### config.mk
export PLATFORM = sky130hd
export DESIGN_NAME = login_packet_stream_parser_flat
export DESIGN_NICKNAME = d
export VERILOG_FILES = /design/src/rtl/core/lpsp_pkg.sv /design/src/rtl/core/lpsp_ifs.sv /design/src/rtl/core/login_packet_stream_parser.sv /design/src/rtl/core/lpsp_core.sv /design/src/flat_wrapper.sv
export SDC_FILE = /design/constraint.sdc
export NUM_CORES = 1
export LEC_CHECK = 0
export BUFFER_PORTS_ARGS = -buffer_cell sky130_fd_sc_hd__buf_2
export CORE_MARGIN = 1.5
export CORE_UTILIZATION = 40
export CTS_BUF_LIST = sky130_fd_sc_hd__clkbuf_4 sky130_fd_sc_hd__clkbuf_8 sky130_fd_sc_hd__clkbuf_16
export CTS_CLUSTER_DIAMETER = 80
export CTS_CLUSTER_SIZE = 12
export DETAILED_ROUTE_END_ITERATION = 8
export HOLD_SLACK_MARGIN = 0.12
export PLACE_DENSITY = 0.68
export SYNTH_ARGS = -nofsm -noshare
export SYNTH_HDL_FRONTEND = slang
export SYNTH_SLANG_ARGS = --single-unit
### constraint.sdc
create_clock -name clk -period 7.65 [get_ports clk]
set_input_delay 0.3825 -clock clk [delete_from_list [all_inputs] [get_ports clk]]
set_output_delay 0.3825 -clock clk [all_outputs]
set_load 0.02 [all_outputs]
### src/rtl/core/lpsp_pkg.sv
// lpsp_pkg: shared types and constants for the login packet stream parser
// used by the channel interfaces, the parse core and the top level
package lpsp_pkg;

  localparam int unsigned ID_W = 10;

  typedef enum logic [2:0] {
    PH_HEADER,
    PH_VERSION,
    PH_PAYLEN,
    PH_STRLEN,
    PH_STRDATA,
    PH_TAIL,
    PH_EXPECT_END
  } phase_t;

  typedef logic [2:0] status_t;
  localparam status_t ST_OK         = 3'd0;
  localparam status_t ST_TRUNCATED  = 3'd1;
  localparam status_t ST_VARINT_BIG = 3'd2;
  localparam status_t ST_WRONG_ID   = 3'd3;
  localparam status_t ST_MISMATCH   = 3'd4;
  localparam status_t ST_TRAILING   = 3'd5;

  typedef logic [1:0] kind_t;
  localparam kind_t KIND_STATUS  = 2'd0;
  localparam kind_t KIND_IDENT   = 2'd1;
  localparam kind_t KIND_CLIENT  = 2'd2;
  localparam kind_t KIND_VERSION = 2'd3;

  localparam logic [2:0] VARINT_LAST = 3'd4;

  typedef struct packed {
    logic        have;
    kind_t       kind;
    logic [7:0]  text_byte;
    logic [31:0] version_word;
    logic        finished;
    status_t     status;
  } result_t;

endpackage

### src/rtl/core/lpsp_ifs.sv
// lpsp_ifs: valid/ready channel interfaces for bytes in, results out and config
// depends on lpsp_pkg
interface lpsp_in_if;
  logic       valid;
  logic       ready;
  logic [7:0] data_byte;
  logic       end_of_packet;
  modport source (output valid, data_byte, end_of_packet, input ready);
  modport sink (input valid, data_byte, end_of_packet, output ready);
endinterface

interface lpsp_out_if;
  logic                 valid;
  logic                 ready;
  lpsp_pkg::kind_t      kind;
  logic [7:0]           text_byte;
  logic [31:0]          version_word;
  logic                 finished;
  lpsp_pkg::status_t    status;
  modport source (output valid, kind, text_byte, version_word, finished, status,
                  input ready);
  modport sink (input valid, kind, text_byte, version_word, finished, status,
                output ready);
endinterface

interface lpsp_cfg_if;
  logic                      valid;
  logic                      ready;
  logic [lpsp_pkg::ID_W-1:0] login_packet_id;
  modport source (output valid, login_packet_id, input ready);
  modport sink (input valid, login_packet_id, output ready);
endinterface

### src/rtl/core/login_packet_stream_parser.sv
// login_packet_stream_parser: top level, input word register, parse core and
// result register; depends on lpsp_pkg, lpsp_ifs and lpsp_core
//
// in_ch carries one packet byte per word with an end-of-packet flag. out_ch
// carries zero or one result per byte: a version word, an identity or client
// string byte, and/or a final status (finished = 1) for the packet.
// cfg_ch writes the expected packet id; it is always ready and is meant to
// be written only while no byte is in flight.
// A byte accepted into the input register is parsed when it advances out of
// it, and any result it gives is registered in the result register for out_ch.
// Throughput: one byte per cycle. The input register and the result register
// let a new byte enter while a result waits; a byte stays in the input
// register only while the result register is full and out_ch.ready is low,
// and then in_ch.ready drops.
// After an error the parser gives no result up to and including the byte with the end flag.
// Reset (rst_n low, synchronous) empties both registers, returns the parser
// to the header phase and sets the packet id to 1.
module login_packet_stream_parser (
  input logic          clk,
  input logic          rst_n,
  lpsp_cfg_if.sink     cfg_ch,
  lpsp_in_if.sink      in_ch,
  lpsp_out_if.source   out_ch
);

  logic [lpsp_pkg::ID_W-1:0] login_id_r;
  logic                      in_valid_r, in_valid_nxt;
  logic [7:0]                in_byte_r;
  logic                      in_eop_r;
  logic                      out_valid_r, out_valid_nxt;
  lpsp_pkg::result_t         out_r;
  lpsp_pkg::result_t         res;
  logic                      advance;
  logic                      in_fire;

  assign cfg_ch.ready = 1'b1;
  assign advance      = in_valid_r && (!out_valid_r || out_ch.ready);
  assign in_ch.ready  = !in_valid_r || advance;
  assign in_fire      = in_ch.valid && in_ch.ready;

  lpsp_core u_core (
    .clk           (clk),
    .rst_n         (rst_n),
    .step          (advance),
    .data_byte     (in_byte_r),
    .end_of_packet (in_eop_r),
    .login_id      (login_id_r),
    .res           (res)
  );

  always_comb begin
    in_valid_nxt = in_valid_r;
    if (in_fire) in_valid_nxt = 1'b1;
    else if (advance) in_valid_nxt = 1'b0;
    out_valid_nxt = out_valid_r;
    if (advance) out_valid_nxt = res.have;
    else if (out_ch.ready) out_valid_nxt = 1'b0;
  end

  always_ff @(posedge clk) begin
    if (!rst_n) begin
      login_id_r  <= lpsp_pkg::ID_W'(1);
      in_valid_r  <= 1'b0;
      out_valid_r <= 1'b0;
    end else begin
      if (cfg_ch.valid) login_id_r <= cfg_ch.login_packet_id;
      in_valid_r  <= in_valid_nxt;
      out_valid_r <= out_valid_nxt;
    end
  end

  always_ff @(posedge clk) begin
    if (in_fire) begin
      in_byte_r <= in_ch.data_byte;
      in_eop_r  <= in_ch.end_of_packet;
    end
    if (advance && res.have) out_r <= res;
  end

  assign out_ch.valid        = out_valid_r;
  assign out_ch.kind         = out_r.kind;
  assign out_ch.text_byte    = out_r.text_byte;
  assign out_ch.version_word = out_r.version_word;
  assign out_ch.finished     = out_r.finished;
  assign out_ch.status       = out_r.status;

  a_status_only_when_finished: assert property (@(posedge clk) disable iff (!rst_n)
    out_ch.valid && !out_ch.finished |-> out_ch.status == lpsp_pkg::ST_OK)
    else $error("status set on an unfinished result");

  a_text_only_for_strings: assert property (@(posedge clk) disable iff (!rst_n)
    out_ch.valid && (out_ch.kind == lpsp_pkg::KIND_STATUS ||
                     out_ch.kind == lpsp_pkg::KIND_VERSION) |-> out_ch.text_byte == 8'd0)
    else $error("text byte set outside a string result");

  a_version_only_for_version: assert property (@(posedge clk) disable iff (!rst_n)
    out_ch.valid && out_ch.kind != lpsp_pkg::KIND_VERSION |-> out_ch.version_word == '0)
    else $error("version word set outside a version result");

  a_stall_only_when_full: assert property (@(posedge clk) disable iff (!rst_n)
    !in_ch.ready |-> in_valid_r && out_valid_r && !out_ch.ready)
    else $error("input stalled without a full pipeline");

  a_stalled_result_kept: assert property (@(posedge clk) disable iff (!rst_n)
    out_valid_r && !out_ch.ready |=> out_valid_r && $stable(out_r))
    else $error("stalled result lost or changed");

endmodule

### src/rtl/core/lpsp_core.sv
// lpsp_core: parse state and one-word step logic of the login packet parser
// depends on lpsp_pkg
module lpsp_core (
  input  logic                      clk,
  input  logic                      rst_n,
  input  logic                      step,
  input  logic [7:0]                data_byte,
  input  logic                      end_of_packet,
  input  logic [lpsp_pkg::ID_W-1:0] login_id,
  output lpsp_pkg::result_t         res
);

  lpsp_pkg::phase_t phase_r, phase_nxt;
  logic [31:0] vint_val_r, vint_val_nxt;
  logic [2:0]  vint_cnt_r, vint_cnt_nxt;
  logic [31:0] word_r, word_nxt;
  logic [1:0]  word_cnt_r, word_cnt_nxt;
  logic [31:0] pay_left_r, pay_left_nxt;
  logic [31:0] str_left_r, str_left_nxt;
  logic        second_r, second_nxt;
  logic        err_r, err_nxt;
  logic        pay_over_r, pay_over_nxt;

  logic        fin_valid;
  lpsp_pkg::status_t fin_code;
  logic        str_end;
  logic [4:0]  vint_sh;
  logic [31:0] vint_or;
  logic [31:0] word_or;

  always_comb begin
    unique case (vint_cnt_r)
      3'd0:    vint_sh = 5'd0;
      3'd1:    vint_sh = 5'd7;
      3'd2:    vint_sh = 5'd14;
      3'd3:    vint_sh = 5'd21;
      default: vint_sh = 5'd28;
    endcase
    vint_or = vint_val_r | ({25'd0, data_byte[6:0]} << vint_sh);
    word_or = word_r | ({24'd0, data_byte} << {word_cnt_r, 3'b000});
  end

  always_comb begin
    phase_nxt    = phase_r;
    vint_val_nxt = vint_val_r;
    vint_cnt_nxt = vint_cnt_r;
    word_nxt     = word_r;
    word_cnt_nxt = word_cnt_r;
    pay_left_nxt = pay_left_r;
    str_left_nxt = str_left_r;
    second_nxt   = second_r;
    err_nxt      = err_r;
    pay_over_nxt = pay_over_r;
    fin_valid    = 1'b0;
    fin_code     = lpsp_pkg::ST_OK;
    str_end      = 1'b0;
    res          = '0;

    if (err_r) begin
      // swallow words until the end flag
      if (end_of_packet) begin
        phase_nxt    = lpsp_pkg::PH_HEADER;
        vint_val_nxt = '0;
        vint_cnt_nxt = '0;
        word_nxt     = '0;
        word_cnt_nxt = '0;
        pay_left_nxt = '0;
        str_left_nxt = '0;
        second_nxt   = 1'b0;
        err_nxt      = 1'b0;
        pay_over_nxt = 1'b0;
      end
    end else begin
      unique case (phase_r)
        lpsp_pkg::PH_HEADER, lpsp_pkg::PH_PAYLEN: begin
          vint_val_nxt = vint_or;
          if (data_byte[7]) begin
            if (vint_cnt_r >= lpsp_pkg::VARINT_LAST) begin
              fin_valid = 1'b1;
              fin_code  = lpsp_pkg::ST_VARINT_BIG;
            end else begin
              vint_cnt_nxt = vint_cnt_r + 3'd1;
            end
          end else begin
            vint_val_nxt = '0;
            vint_cnt_nxt = '0;
            if (phase_r == lpsp_pkg::PH_HEADER) begin
              if (vint_or[lpsp_pkg::ID_W-1:0] != login_id) begin
                fin_valid = 1'b1;
                fin_code  = lpsp_pkg::ST_WRONG_ID;
              end else begin
                phase_nxt = lpsp_pkg::PH_VERSION;
              end
            end else begin
              pay_left_nxt = vint_or;
              pay_over_nxt = 1'b0;
              second_nxt   = 1'b0;
              phase_nxt    = lpsp_pkg::PH_STRLEN;
            end
          end
        end
        lpsp_pkg::PH_VERSION: begin
          word_nxt     = {word_r[23:0], data_byte};
          word_cnt_nxt = word_cnt_r + 2'd1;
          if (word_cnt_r == 2'd3) begin
            res.have         = 1'b1;
            res.kind         = lpsp_pkg::KIND_VERSION;
            res.version_word = {word_r[23:0], data_byte};
            word_nxt         = '0;
            phase_nxt        = lpsp_pkg::PH_PAYLEN;
          end
        end
        lpsp_pkg::PH_STRLEN: begin
          if (pay_left_r == '0) pay_over_nxt = 1'b1;
          else pay_left_nxt = pay_left_r - 32'd1;
          word_nxt     = word_or;
          word_cnt_nxt = word_cnt_r + 2'd1;
          if (word_cnt_r == 2'd3) begin
            str_left_nxt = word_or;
            word_nxt     = '0;
            if (word_or == '0) str_end = 1'b1;
            else phase_nxt = lpsp_pkg::PH_STRDATA;
          end
        end
        lpsp_pkg::PH_STRDATA: begin
          if (pay_left_r == '0) pay_over_nxt = 1'b1;
          else pay_left_nxt = pay_left_r - 32'd1;
          res.have      = 1'b1;
          res.kind      = second_r ? lpsp_pkg::KIND_CLIENT : lpsp_pkg::KIND_IDENT;
          res.text_byte = data_byte;
          str_left_nxt  = str_left_r - 32'd1;
          if (str_left_r == 32'd1) str_end = 1'b1;
        end
        lpsp_pkg::PH_TAIL: begin
          pay_left_nxt = pay_left_r - 32'd1;
          if (pay_left_r == 32'd1) begin
            fin_valid = 1'b1;
            fin_code  = lpsp_pkg::ST_MISMATCH;
          end
        end
        default: begin
          fin_valid = 1'b1;
          fin_code  = lpsp_pkg::ST_TRAILING;
        end
      endcase

      // end of a string
      if (str_end) begin
        if (!second_r) begin
          second_nxt = 1'b1;
          phase_nxt  = lpsp_pkg::PH_STRLEN;
        end else if (pay_over_nxt) begin
          fin_valid = 1'b1;
          fin_code  = lpsp_pkg::ST_MISMATCH;
        end else if (pay_left_nxt == '0) begin
          if (end_of_packet) begin
            fin_valid = 1'b1;
            fin_code  = lpsp_pkg::ST_OK;
          end else begin
            phase_nxt = lpsp_pkg::PH_EXPECT_END;
          end
        end else begin
          phase_nxt = lpsp_pkg::PH_TAIL;
        end
      end

      if (!fin_valid && end_of_packet) begin
        fin_valid = 1'b1;
        fin_code  = lpsp_pkg::ST_TRUNCATED;
      end

      if (fin_valid) begin
        res.have     = 1'b1;
        res.finished = 1'b1;
        res.status   = fin_code;
        phase_nxt    = lpsp_pkg::PH_HEADER;
        vint_val_nxt = '0;
        vint_cnt_nxt = '0;
        word_nxt     = '0;
        word_cnt_nxt = '0;
        pay_left_nxt = '0;
        str_left_nxt = '0;
        second_nxt   = 1'b0;
        pay_over_nxt = 1'b0;
        err_nxt      = !end_of_packet;
      end
    end
  end

  always_ff @(posedge clk) begin
    if (!rst_n) begin
      phase_r    <= lpsp_pkg::PH_HEADER;
      vint_val_r <= '0;
      vint_cnt_r <= '0;
      word_r     <= '0;
      word_cnt_r <= '0;
      pay_left_r <= '0;
      str_left_r <= '0;
      second_r   <= 1'b0;
      err_r      <= 1'b0;
      pay_over_r <= 1'b0;
    end else if (step) begin
      phase_r    <= phase_nxt;
      vint_val_r <= vint_val_nxt;
      vint_cnt_r <= vint_cnt_nxt;
      word_r     <= word_nxt;
      word_cnt_r <= word_cnt_nxt;
      pay_left_r <= pay_left_nxt;
      str_left_r <= str_left_nxt;
      second_r   <= second_nxt;
      err_r      <= err_nxt;
      pay_over_r <= pay_over_nxt;
    end
  end

endmodule

### src/flat_wrapper.sv
// flat-port wrapper written by rule: the top's interface ports become plain ports
module login_packet_stream_parser_flat 
  (clk, rst_n, cfg_ch_valid, cfg_ch_login_packet_id, cfg_ch_ready, in_ch_valid, in_ch_data_byte, in_ch_end_of_packet, in_ch_ready, out_ch_valid, out_ch_kind, out_ch_text_byte, out_ch_version_word, out_ch_finished, out_ch_status, out_ch_ready);
  lpsp_cfg_if cfg_ch_i ();
  lpsp_in_if in_ch_i ();
  lpsp_out_if out_ch_i ();
  input logic clk;
  input logic rst_n;
  input wire logic [$bits(cfg_ch_i.valid)-1:0] cfg_ch_valid;
  input wire logic [$bits(cfg_ch_i.login_packet_id)-1:0] cfg_ch_login_packet_id;
  output wire logic [$bits(cfg_ch_i.ready)-1:0] cfg_ch_ready;
  input wire logic [$bits(in_ch_i.valid)-1:0] in_ch_valid;
  input wire logic [$bits(in_ch_i.data_byte)-1:0] in_ch_data_byte;
  input wire logic [$bits(in_ch_i.end_of_packet)-1:0] in_ch_end_of_packet;
  output wire logic [$bits(in_ch_i.ready)-1:0] in_ch_ready;
  output wire logic [$bits(out_ch_i.valid)-1:0] out_ch_valid;
  output wire logic [$bits(out_ch_i.kind)-1:0] out_ch_kind;
  output wire logic [$bits(out_ch_i.text_byte)-1:0] out_ch_text_byte;
  output wire logic [$bits(out_ch_i.version_word)-1:0] out_ch_version_word;
  output wire logic [$bits(out_ch_i.finished)-1:0] out_ch_finished;
  output wire logic [$bits(out_ch_i.status)-1:0] out_ch_status;
  input wire logic [$bits(out_ch_i.ready)-1:0] out_ch_ready;
  assign cfg_ch_i.valid = cfg_ch_valid;
  assign cfg_ch_i.login_packet_id = cfg_ch_login_packet_id;
  assign cfg_ch_ready = cfg_ch_i.ready;
  assign in_ch_i.valid = in_ch_valid;
  assign in_ch_i.data_byte = in_ch_data_byte;
  assign in_ch_i.end_of_packet = in_ch_end_of_packet;
  assign in_ch_ready = in_ch_i.ready;
  assign out_ch_valid = out_ch_i.valid;
  assign out_ch_kind = out_ch_i.kind;
  assign out_ch_text_byte = out_ch_i.text_byte;
  assign out_ch_version_word = out_ch_i.version_word;
  assign out_ch_finished = out_ch_i.finished;
  assign out_ch_status = out_ch_i.status;
  assign out_ch_i.ready = out_ch_ready;
  login_packet_stream_parser u_core (.clk(clk), .rst_n(rst_n), .cfg_ch(cfg_ch_i), .in_ch(in_ch_i), .out_ch(out_ch_i));
endmodule
# After elaboration in Yosys (flattened, before gate mapping)
# Cells that the tools add are included.
dict set report word_totals {
  regBits 206
  inputBits 24
  out_inout_bits 49
  word_cells 192
}
dict set report op_classes {
  addsub 4
  order_cmp 1
  eq_ne 15
  shifts 2
  muxes 108
  n_bitwise 6
  n_reduce_logical 35
}
# op n
set op_table {}
lappend op_table {{$mux 32} 20}
lappend op_table {{$pmux 32 s2} 2}
lappend op_table {{$logic_not 32->1} 3}
lappend op_table {{$pmux 32 s3} 1}
lappend op_table {{$mux 3} 28}
lappend op_table {{$eq 32x1->1 const B} 2}
lappend op_table {{$or 32x32->32} 2}
lappend op_table {{$sub 32x1->32 const B} 2}
lappend op_table {{$mux 47} 1}
lappend op_table {{$mux 1} 39}
lappend op_table {{$shl 7x5->32} 1}
lappend op_table {{$shl 8x5->32} 1}
lappend op_table {{$pmux 5 s4} 1}
lappend op_table {{$pmux 3 s3} 2}
lappend op_table {{$mux 2} 8}
lappend op_table {{$eq 3x2->1 const B} 4}
lappend op_table {{$ne 10x10->1} 1}
lappend op_table {{$reduce_or 2->1} 5}
lappend op_table {{$reduce_and 3->1} 3}
lappend op_table {{$reduce_or 3->1} 3}
lappend op_table {{$mux 8} 1}
lappend op_table {{$ne 4x4->1 const B} 2}
lappend op_table {{$reduce_and 4->1} 2}
lappend op_table {{$reduce_bool 4->1} 2}
lappend op_table {{other kinds (19)} 35}

# Logic depth before layout (Yosys ltp)
# Gate-level depths: netlist of run 1.
dict set report logic_depth {
  word_depth 22
  mapped_depth 18
  ltp_nobuf 12
}

# Modules after synthesis
# From an unflattened synthesis of run 1, not the netlist that was laid out.
dict set report unflattened {
  cells_unflattened 1451
  hier_area_um2 12031.5
}
# mod instances cells_per_inst area_each_um2 seq_area_each_um2
set by_module_without_submodules {}
lappend by_module_without_submodules {lpsp_core 1 1349 9894.5 2782.7}
lappend by_module_without_submodules {login_packet_stream_parser 1 102 2137.0 1891.8}

# Worst setup path after synthesis of run 1
# Ideal clock, no wire load.
dict set report synth_timing {
  kind {flip-flop to flip-flop}
  from {register u_core.u_core.vint_cnt_r[2]}
  to {register u_core.out_r, in the netlist u_core.out_ch.finished, enable pin}
  setup_time_ns 0.506
  arrival_ns 6.238
  required_time_ns 7.144
  setup_slack_ns 0.905
  stages_incl_launch_ff 16
  path_buffers 3
  period_less_slack_ns 6.745
  cell_sequence {dfxtp_1 -> buf_2 -> clkbuf_1 -> inv_1 -> ha_1 -> clkbuf_1 -> or3b_2 -> nor3_1 -> nand3_1 -> and3_1 -> o2111a_1 -> nand3_1 -> nand2_1 -> nand2_1 -> nor3_1 -> nor3_1}
}
dict set report synth_between {
  elab_chain_cells 22
  elab_cells_between_ends 32
  classes_between {1 x order compare; 4 x eq/ne; 1 x shift; 20 x mux; 1 x bitwise; 5 x reduce/logical}
}
# item line_no
set synth_rtl {}
lappend synth_rtl {{start, declared} lpsp_core.sv:15} ;# logic [2:0] vint_cnt_r, vint_cnt_nxt;
lappend synth_rtl {{start signal, assigned} lpsp_core.sv:205} ;# vint_cnt_r <= vint_cnt_nxt;
lappend synth_rtl {{$eq 3x2->1, or another cell as far along} lpsp_core.sv:32} ;# unique case (vint_cnt_r)
lappend synth_rtl {{$pmux 5 s4} lpsp_core.sv:32}
lappend synth_rtl {{$shl 7x5->32} lpsp_core.sv:39} ;# vint_or = vint_val_r | ({25'd0, data_byte[6:0]} << vint_sh);
lappend synth_rtl {{$or 32x32->32} lpsp_core.sv:39}
lappend synth_rtl {{$ne 10x10->1} lpsp_core.sv:88} ;# if (vint_or[lpsp_pkg::ID_W-1:0] != login_id) begin
lappend synth_rtl {{$mux 1} lpsp_core.sv:88}
lappend synth_rtl {{$mux 1} lpsp_core.sv:87} ;# if (phase_r == lpsp_pkg::PH_HEADER) begin
lappend synth_rtl {{$mux 1} lpsp_core.sv:77} ;# if (data_byte[7]) begin
lappend synth_rtl {{[6 not listed]} --}
lappend synth_rtl {{$mux 1 (*)} lpsp_core.sv:59} ;# if (err_r) begin
lappend synth_rtl {{$logic_not 1->1} lpsp_core.sv:167} ;# if (!fin_valid && end_of_packet) begin
lappend synth_rtl {{$logic_and 1x1->1} lpsp_core.sv:167}
lappend synth_rtl {{$mux 1 (*)} lpsp_core.sv:167}
lappend synth_rtl {{$mux 1 (*)} lpsp_core.sv:59}
lappend synth_rtl {{$mux 1 (*)} lpsp_core.sv:172} ;# if (fin_valid) begin
lappend synth_rtl {{$mux 47 (*)} lpsp_core.sv:59}
lappend synth_rtl {{$logic_and 1x1->1 (*)} login_packet_stream_parser.sv:77} ;# if (advance && res.have) out_r <= res;
lappend synth_rtl {{end signal, assigned} login_packet_stream_parser.sv:77}
lappend synth_rtl {{end, declared} login_packet_stream_parser.sv:31} ;# lpsp_pkg::result_t out_r;
# Every way passes the cells marked *; elsewhere a longest branch is shown, timed or not. The select of a mux whose other input is x is not followed.
# A chain may end at the register's enable or synchronous reset.

# Worst setup path after layout of run 1
dict set report layout_timing {
  from {register u_core.u_core.vint_cnt_r[2]}
  to {register u_core.out_r, in the netlist u_core.out_ch.version_word[26], enable pin}
}
# Same word-level chain as after synthesis.

==> summary.txt, run 1 <==
outcome: completed
FMAX: 178.0 MHz
Setup-failing EPs final: 0
sequential-to-total area share from yosys stat: 38.91%
count of state elements after synthesis: 206
fraction of layout cells with a size suffix above 1: 11.34%
main flop type after synthesis: dfxtp_1
ys async rst share: 0%
Clock transition at path regs: 0.06 ns
Via Count: 12026
met2 WL: 19740 µm
WS Path Type: register to register
CP Capture Type: register
diode count: 0
CTS root buffer: clkbuf_16
number of setup buffers added after CTS: 0
GRT Util Overall: 26.87%
row cnt: 63
syn nets: 1519
worst-margin pin slew: 1.297 ns
leading area contributor after synthesis: dfxtp_1
drt total wl: 41880 µm
routed len/inst: 21.96 µm
mux contribution to synthesized area: 1.427%
final worst path period share: 73.44%
DR iter-0 viols: 1627
highest routed layer: met5
Sink Count: 206
clock skew: 0.01859 ns
# H-tree levels: 1
CTS Hold Bufs: 19
TNS Setup: 0 ns
worst rel slew slack: 13.18%
largest net degree at the start of global routing: 66
Final nets: 1541
Required @ worst endpoint: 7.81 ns
Final Hold Viols: 0
MaxCap Viol Count: 0
RePlAce Congestion: 0.9825
chip height: 176.3 µm
largest family of logic cells by synthesized area: simple AND/OR/NAND/NOR gates
Mapped Cells: 1484
YS warnings: 0
total power: 0.002414 W
PD cells: 179.9 mW/mm²
die area: 0.03108 mm²
Syn Area/Cell: 8.095 µm²
minimum setup slack among reg-to-reg paths: 2.03 ns
GRT overflow: 0
DRT antenna net count: 0
RSZ-0062 raised after global routing: no
area grow syn2layout: 11.75%
die span in x: 176.3 µm
simple-gate share of the synthesized area: 27.26%
adder-cell area share of the yosys netlist: 1.146%
num ports: 73
IO buf count: 71
WL met1: 17090 µm
DR pass1 iterations: 6
Post-Syn Area: 0.01201 mm²
Initial Utilization: 40.64%
cts bufs inserted: 21
routed vias/inst: 6.306
Final Max Tran Viols: 0
Synth area leaders: dfxtp_1, edfxtp_1, a21oi_1
Leakage Power: 5.133 nW
initial antenna violation count: 1
first-pass GRT wire length: 65530 µm
Clock Latency Late Sink: 0.52 ns
Clock Path Buffers: 3
CP max FO: 40
Filler Cell Count: 2950
WP data arrival: 5.77 ns
vias in the first global route: 11317
cts repair resizes: 0
WL met3: 3288 µm
DP HPWL: 29700 µm
CTS tree: done
xor/xnor share of the synthesized area: 1.823%
CP Launch Type: register
Peak VDD IR: 0.1384 mV
post-layout min period: 5.618 ns
Compound-Gate Fraction of Synth Area: 24.87%
EDFF count, synth: 55
DRC: 0
Yosys cell types: 89
total core area: 0.02956 mm²
worst hold slack: 0.1371 ns
Synth top area share: 25.16%
commonest cells after routing, fill and taps aside: nand2_1, dfxtp_1, a21oi_1, nor2_1, o21ai_0
hold crit path type: input port to register
==> stage by stage <==
step	instances	setup WS [ns]	util, %	area (µm²)
2_1_floorplan	1484	0.9052	-	12010
4_1_cts	1907	2.151	45.41	13420
5_1_grt	1907	1.634	45.41	13420
3_3_place_gp	1854	2.378	42.66	12610
3_5_place_dp	1854	2.193	42.66	12610
6_report	1907	2.032	45.41	13420
==> kinds of logic after synthesis <==
family	Yosys count
flops	206
xor+xnor	25
other cells	1
mux	17
compound gates	456
fa+ha+maj	11
buf+inv	142
simple gates	626
==> flip-flops by register name (all words and copies together), names as in the netlist <==
register / count
u_core.u_core.pay_over_r: 1
u_core.u_core.err_r: 1
u_core.out_ch.kind: 2
u_core.login_id_r: 10
u_core.u_core.phase_r: 3
u_core.u_core.vint_val_r: 32
u_core.out_ch.version_word: 32
u_core.u_core.pay_left_r: 32
u_core.in_valid_r: 1
u_core.out_ch.valid: 1
u_core.u_core.word_r: 32
u_core.u_core.str_left_r: 32
u_core.out_ch.status: 3
u_core.u_core.second_r: 1
u_core.out_ch.text_byte: 8
u_core.u_core.word_cnt_r: 2
u_core.in_eop_r: 1
u_core.in_byte_r: 8
u_core.out_ch.finished: 1
u_core.u_core.vint_cnt_r: 3
==> synthesized netlist by cell type (6+ instances only) <==
cell type and number:
dfxtp_1 151, nand2_1 151, a21oi_1 145, nor2_1 130, clkbuf_1 89, o21ai_0 78
nand3_1 77, edfxtp_1 55, and2_1 44, nor3_1 41, inv_1 32, a31oi_1 27
nor4_1 27, a22o_1 20, o211ai_1 18, or4_1 18, or3_1 17, and3_1 16
mux2i_1 16, a21o_1 15, nor2b_1 15, buf_1 14, nand4_1 14, xor2_1 14
a211oi_1 13, or2_2 13, a22oi_1 12, ha_1 11, nand2b_1 11, o22ai_1 11
o31ai_1 11, xnor2_1 11, nand3b_1 10, o311ai_0 9, o41ai_1 9, a32o_1 8
o21a_1 8, o31a_1 8, a32oi_1 7, o2111ai_1 7, a2111oi_0 6, a31o_2 6
==> routing by layer <==
layer | up-vias | GRT usage, %
li1 | 5568 | -
met1 | 5735 | 34.57
met2 | 600 | 44.49
met3 | 121 | 4.759
met4 | 2 | 10.86
met5 | - | 0
==> area by class of cell <==
class	count	area [µm²]	share of cell area, %
well taps	390	488.0	3.635
flip-flops and latches	206	4674	34.82
repair buffers	109	688.2	5.126
clock buffers	31	600.6	4.474
clock inverters	3	22.52	0.1678
multi-input cells	1136	6830	50.88
inverters	32	120.1	0.8948
==> worst max-delay path, cell delays in order, from the launching register on <==
cell and delay [ns]:
dfxtp_1 0.50, inv_1 0.17, ha_1 0.78, inv_1 0.28, a211oi_1 0.87, o21ai_0 0.34
a2bb2oi_1 0.22, o2111a_1 0.17, nand3_1 0.27, nand2_1 0.27, nand2_1 0.22, nor3_1 0.09
nor3_2 0.49, buf_4 0.54
==> power by group <==
group | internal [W] | leakage [nW] | total [W] | switching (W)
registers | 0.00113 | 1.78 | 0.00116 | 0.0000240
logic | 0.0000961 | 3.03 | 0.000278 | 0.000182
clock network | 0.000544 | 0.317 | 0.000979 | 0.000435
==> final timing paths <==
| path | start | to | depth (start not counted) |
|---|---|---|---|
| min reg2reg | u_core.u_core.vint_val_r[19]$_SDFFE_PN0P_ | u_core.u_core.vint_val_r[19]$_SDFFE_PN0P_ | 2 |
| max | u_core.u_core.vint_cnt_r[2]$_SDFFE_PN0P_ | u_core.out_ch.version_word[26]$_SDFFCE_PP0P_ | 13 |
| min | cfg_ch_login_packet_id[1] | u_core.login_id_r[1]$_SDFFE_PN0P_ | 3 |
| max reg2reg | u_core.u_core.vint_cnt_r[2]$_SDFFE_PN0P_ | u_core.out_ch.version_word[26]$_SDFFCE_PP0P_ | 13 |
Power figures use the tool's default switching activity.
==> run 2: changes to the inputs <==
==> constraint.sdc (replaced) <==
create_clock -name clk -period 5.2 [get_ports clk]
set_input_delay 0.26 -clock clk [delete_from_list [all_inputs] [get_ports clk]]
set_output_delay 0.26 -clock clk [all_outputs]
set_load 0.02 [all_outputs]
==> run 2 against run 1 <==
Net effect: flip-flop and latch count stayed put; non-clock buffer count rose by 27; power is 48% higher; design area is 1.8% higher; via count grew 0.82%; fmax grew 19%; register-to-register slack got worse by 1.5 ns; critical endpoint is now u_core.u_core.err_r$_SDFFE_PN0P_; largest cell class unchanged.
==> summary.txt, run 2 (synthesized netlist as in run 1, its figures left out) <==
Final Max Tran Viols: 0 (unchanged)
setup ws final: 0.4824 ns (-1.550 ns)
worst hold slack: 0.1852 ns (+0.04805 ns)
multi-input logic area: 0.006837 mm² (about the same)
critical path cell sequence: ha_1 > ha_1 > inv_1 > a211oi_1 > buf_4 > nor3_1 > o31ai_1 > nand3_1 > nor4_1 > nand4b_1 > nor4_1 > a2111oi_0 > nor2_1
worst-margin pin slew: 1.161 ns (-0.1369 ns)
total core area: 0.02956 mm² (unchanged)
diode count: 0 (unchanged)
Setup-failing EPs final: 0 (unchanged)
CTS tree: done
CP Launch Type: register
Placed Instance Area: 0.01283 mm² (+1.7%)
Sink Count: 206 (unchanged)
number of setup buffers added after CTS: 0 (unchanged)
final worst path period share: 90.72% (+17 points)
RePlAce Congestion: 1.042 (+6.0%)
hold crit path type: input port to register
Filler Cell Count: 2940 (-0.34%)
WP data arrival: 5.17 ns (-0.60 ns)
DP HPWL: 30680 µm (+3.3%)
Clock transition at path regs: 0.07 ns (about the same)
Reg area: 0.004674 mm² (unchanged)
first-pass GRT wire length: 65940 µm (+0.63%)
# H-tree levels: 1 (unchanged)
Initial Utilization: 40.64% (unchanged)
FMAX: 212.0 MHz (+19%)
die area: 0.03108 mm² (unchanged)
Final Hold Viols: 0 (unchanged)
fraction of layout cells with a size suffix above 1: 12.76% (+1.4 points)
TNS Setup: 0 ns (unchanged)
routed len/inst: 22.20 µm (+1.1%)
cts bufs inserted: 21 (unchanged)
Clock Path Buffers: 3 (unchanged)
clock skew: 0.01508 ns (-0.003513 ns)
PD cells: 261.3 mW/mm² (+45%)
WS Path Type: register to register
Final nets: 1568 (+1.8%)
WL met3: 3301 µm (+0.40%)
IO buf count: 71 (unchanged)
DRT antenna net count: 0 (unchanged)
WL met1: 16970 µm (-0.68%)
commonest cells after routing, fill and taps aside: nand2_1, dfxtp_1, a21oi_1, nor2_1, o21ai_0
DR pass1 iterations: 8 (+2)
CTS root buffer: clkbuf_16
cts repair resizes: 0 (unchanged)
Crit path largest cell delay: 0.76 ns (-0.11 ns)
CP max FO: 19 (-53%)
met2 WL: 20410 µm (+3.4%)
area grow syn2layout: 13.74%
CP max-delay cell: nor4_1
post-layout min period: 4.718 ns (-0.9002 ns)
row cnt: 63 (unchanged)
outcome: completed
RSZ-0062 raised after global routing: no
Clock Latency Late Sink: 0.52 ns (about the same)
highest routed layer: met4
CP Capture Type: register
GRT overflow: 0 (unchanged)
DRC: 0 (unchanged)
drt total wl: 42930 µm (+2.5%)
Peak VDD IR: 0.1920 mV (+39%)
Leakage Power: 5.279 nW (+2.8%)
largest net degree at the start of global routing: 54 (-18%)
GRT Util Overall: 27.15% (+0.28 points)
num ports: 73 (unchanged)
total power: 0.003570 W (+48%)
post-route cell area: 0.01366 mm² (+1.8%)
chip height: 176.3 µm (unchanged)
worst rel slew slack: 22.63% (+9.4 points)
DR iter-0 viols: 1353 (-17%)
vias in the first global route: 11479 (+1.4%)
initial antenna violation count: 0 (-1)
Via Count: 12125 (+0.82%)
MaxCap Viol Count: 0 (unchanged)
routed vias/inst: 6.269 (-0.58%)
die span in x: 176.3 µm (unchanged)
Required @ worst endpoint: 5.66 ns (-2.15 ns)
Place WS: 0.5824 ns (-1.610 ns)
==> run 2: cell types whose count changed in the layout (fill, tap and decap cells not counted), sizes merged <==
cell | before | now
buf | 90 | 115
dlygate4sd3 | 19 | 21
==> run 2: final timing paths <==
check | start | to | slack, ns | cells past startpoint
max | u_core.u_core.vint_cnt_r[0]$_SDFFE_PN0P_ | u_core.u_core.err_r$_SDFFE_PN0P_ | 0.48 | 13
min | cfg_ch_valid | u_core.login_id_r[0]$_SDFFE_PN1P_ | 0.19 | 3
max reg2reg | u_core.u_core.vint_cnt_r[0]$_SDFFE_PN0P_ | u_core.u_core.err_r$_SDFFE_PN0P_ | 0.48 | 13
min reg2reg | u_core.u_core.vint_val_r[16]$_SDFFE_PN0P_ | u_core.u_core.vint_val_r[16]$_SDFFE_PN0P_ | 0.47 | 2
==> run 2: per-layer routing <==
layer  vias up  track usage (%)
met3       130            3.704
li1       5640                -
met5         -                0
met2       597            46.13
met4         0            13.11
met1      5758            33.83
==> run 2: timing repair <==
item,CTS,global route
hold buffers,21,0
endpoints found under the hold margin,21,0
setup endpoints to repair,0,0
==> run 2: final cells by class <==
type,count,area share [%]
clock buffers,31,4.396
clock inverters,3,0.1648
inverters,32,0.8791
multi-input cells,1136,50.04
flip-flops and latches,206,34.21
well taps,390,3.571
repair buffers,136,6.740
==> run 2: worst max-delay path, delay by kind of cell, from the launching register on <==
kind	cells	cell delay, ns
AO/OA/AOI/OAI	3	0.90
flip-flops	1	0.40
AND/OR/NAND/NOR	6	1.98
buffers and inverters	2	0.53
adder cells (fa/ha/maj)	2	0.83
==> run 2: power breakdown <==
group / internal, W / switching, W
combinational: 0.000150 / 0.000276
sequential: 0.00167 / 0.0000324
clock: 0.000800 / 0.000644
total: 0.00262 / 0.000952
==> run 2: stage by stage <==
step	util (%)	instances
floorplan	-	1484
global placement	43.40	1879
detailed placement	43.40	1879
CTS	46.22	1934
global route	46.22	1934
finish	46.22	1934
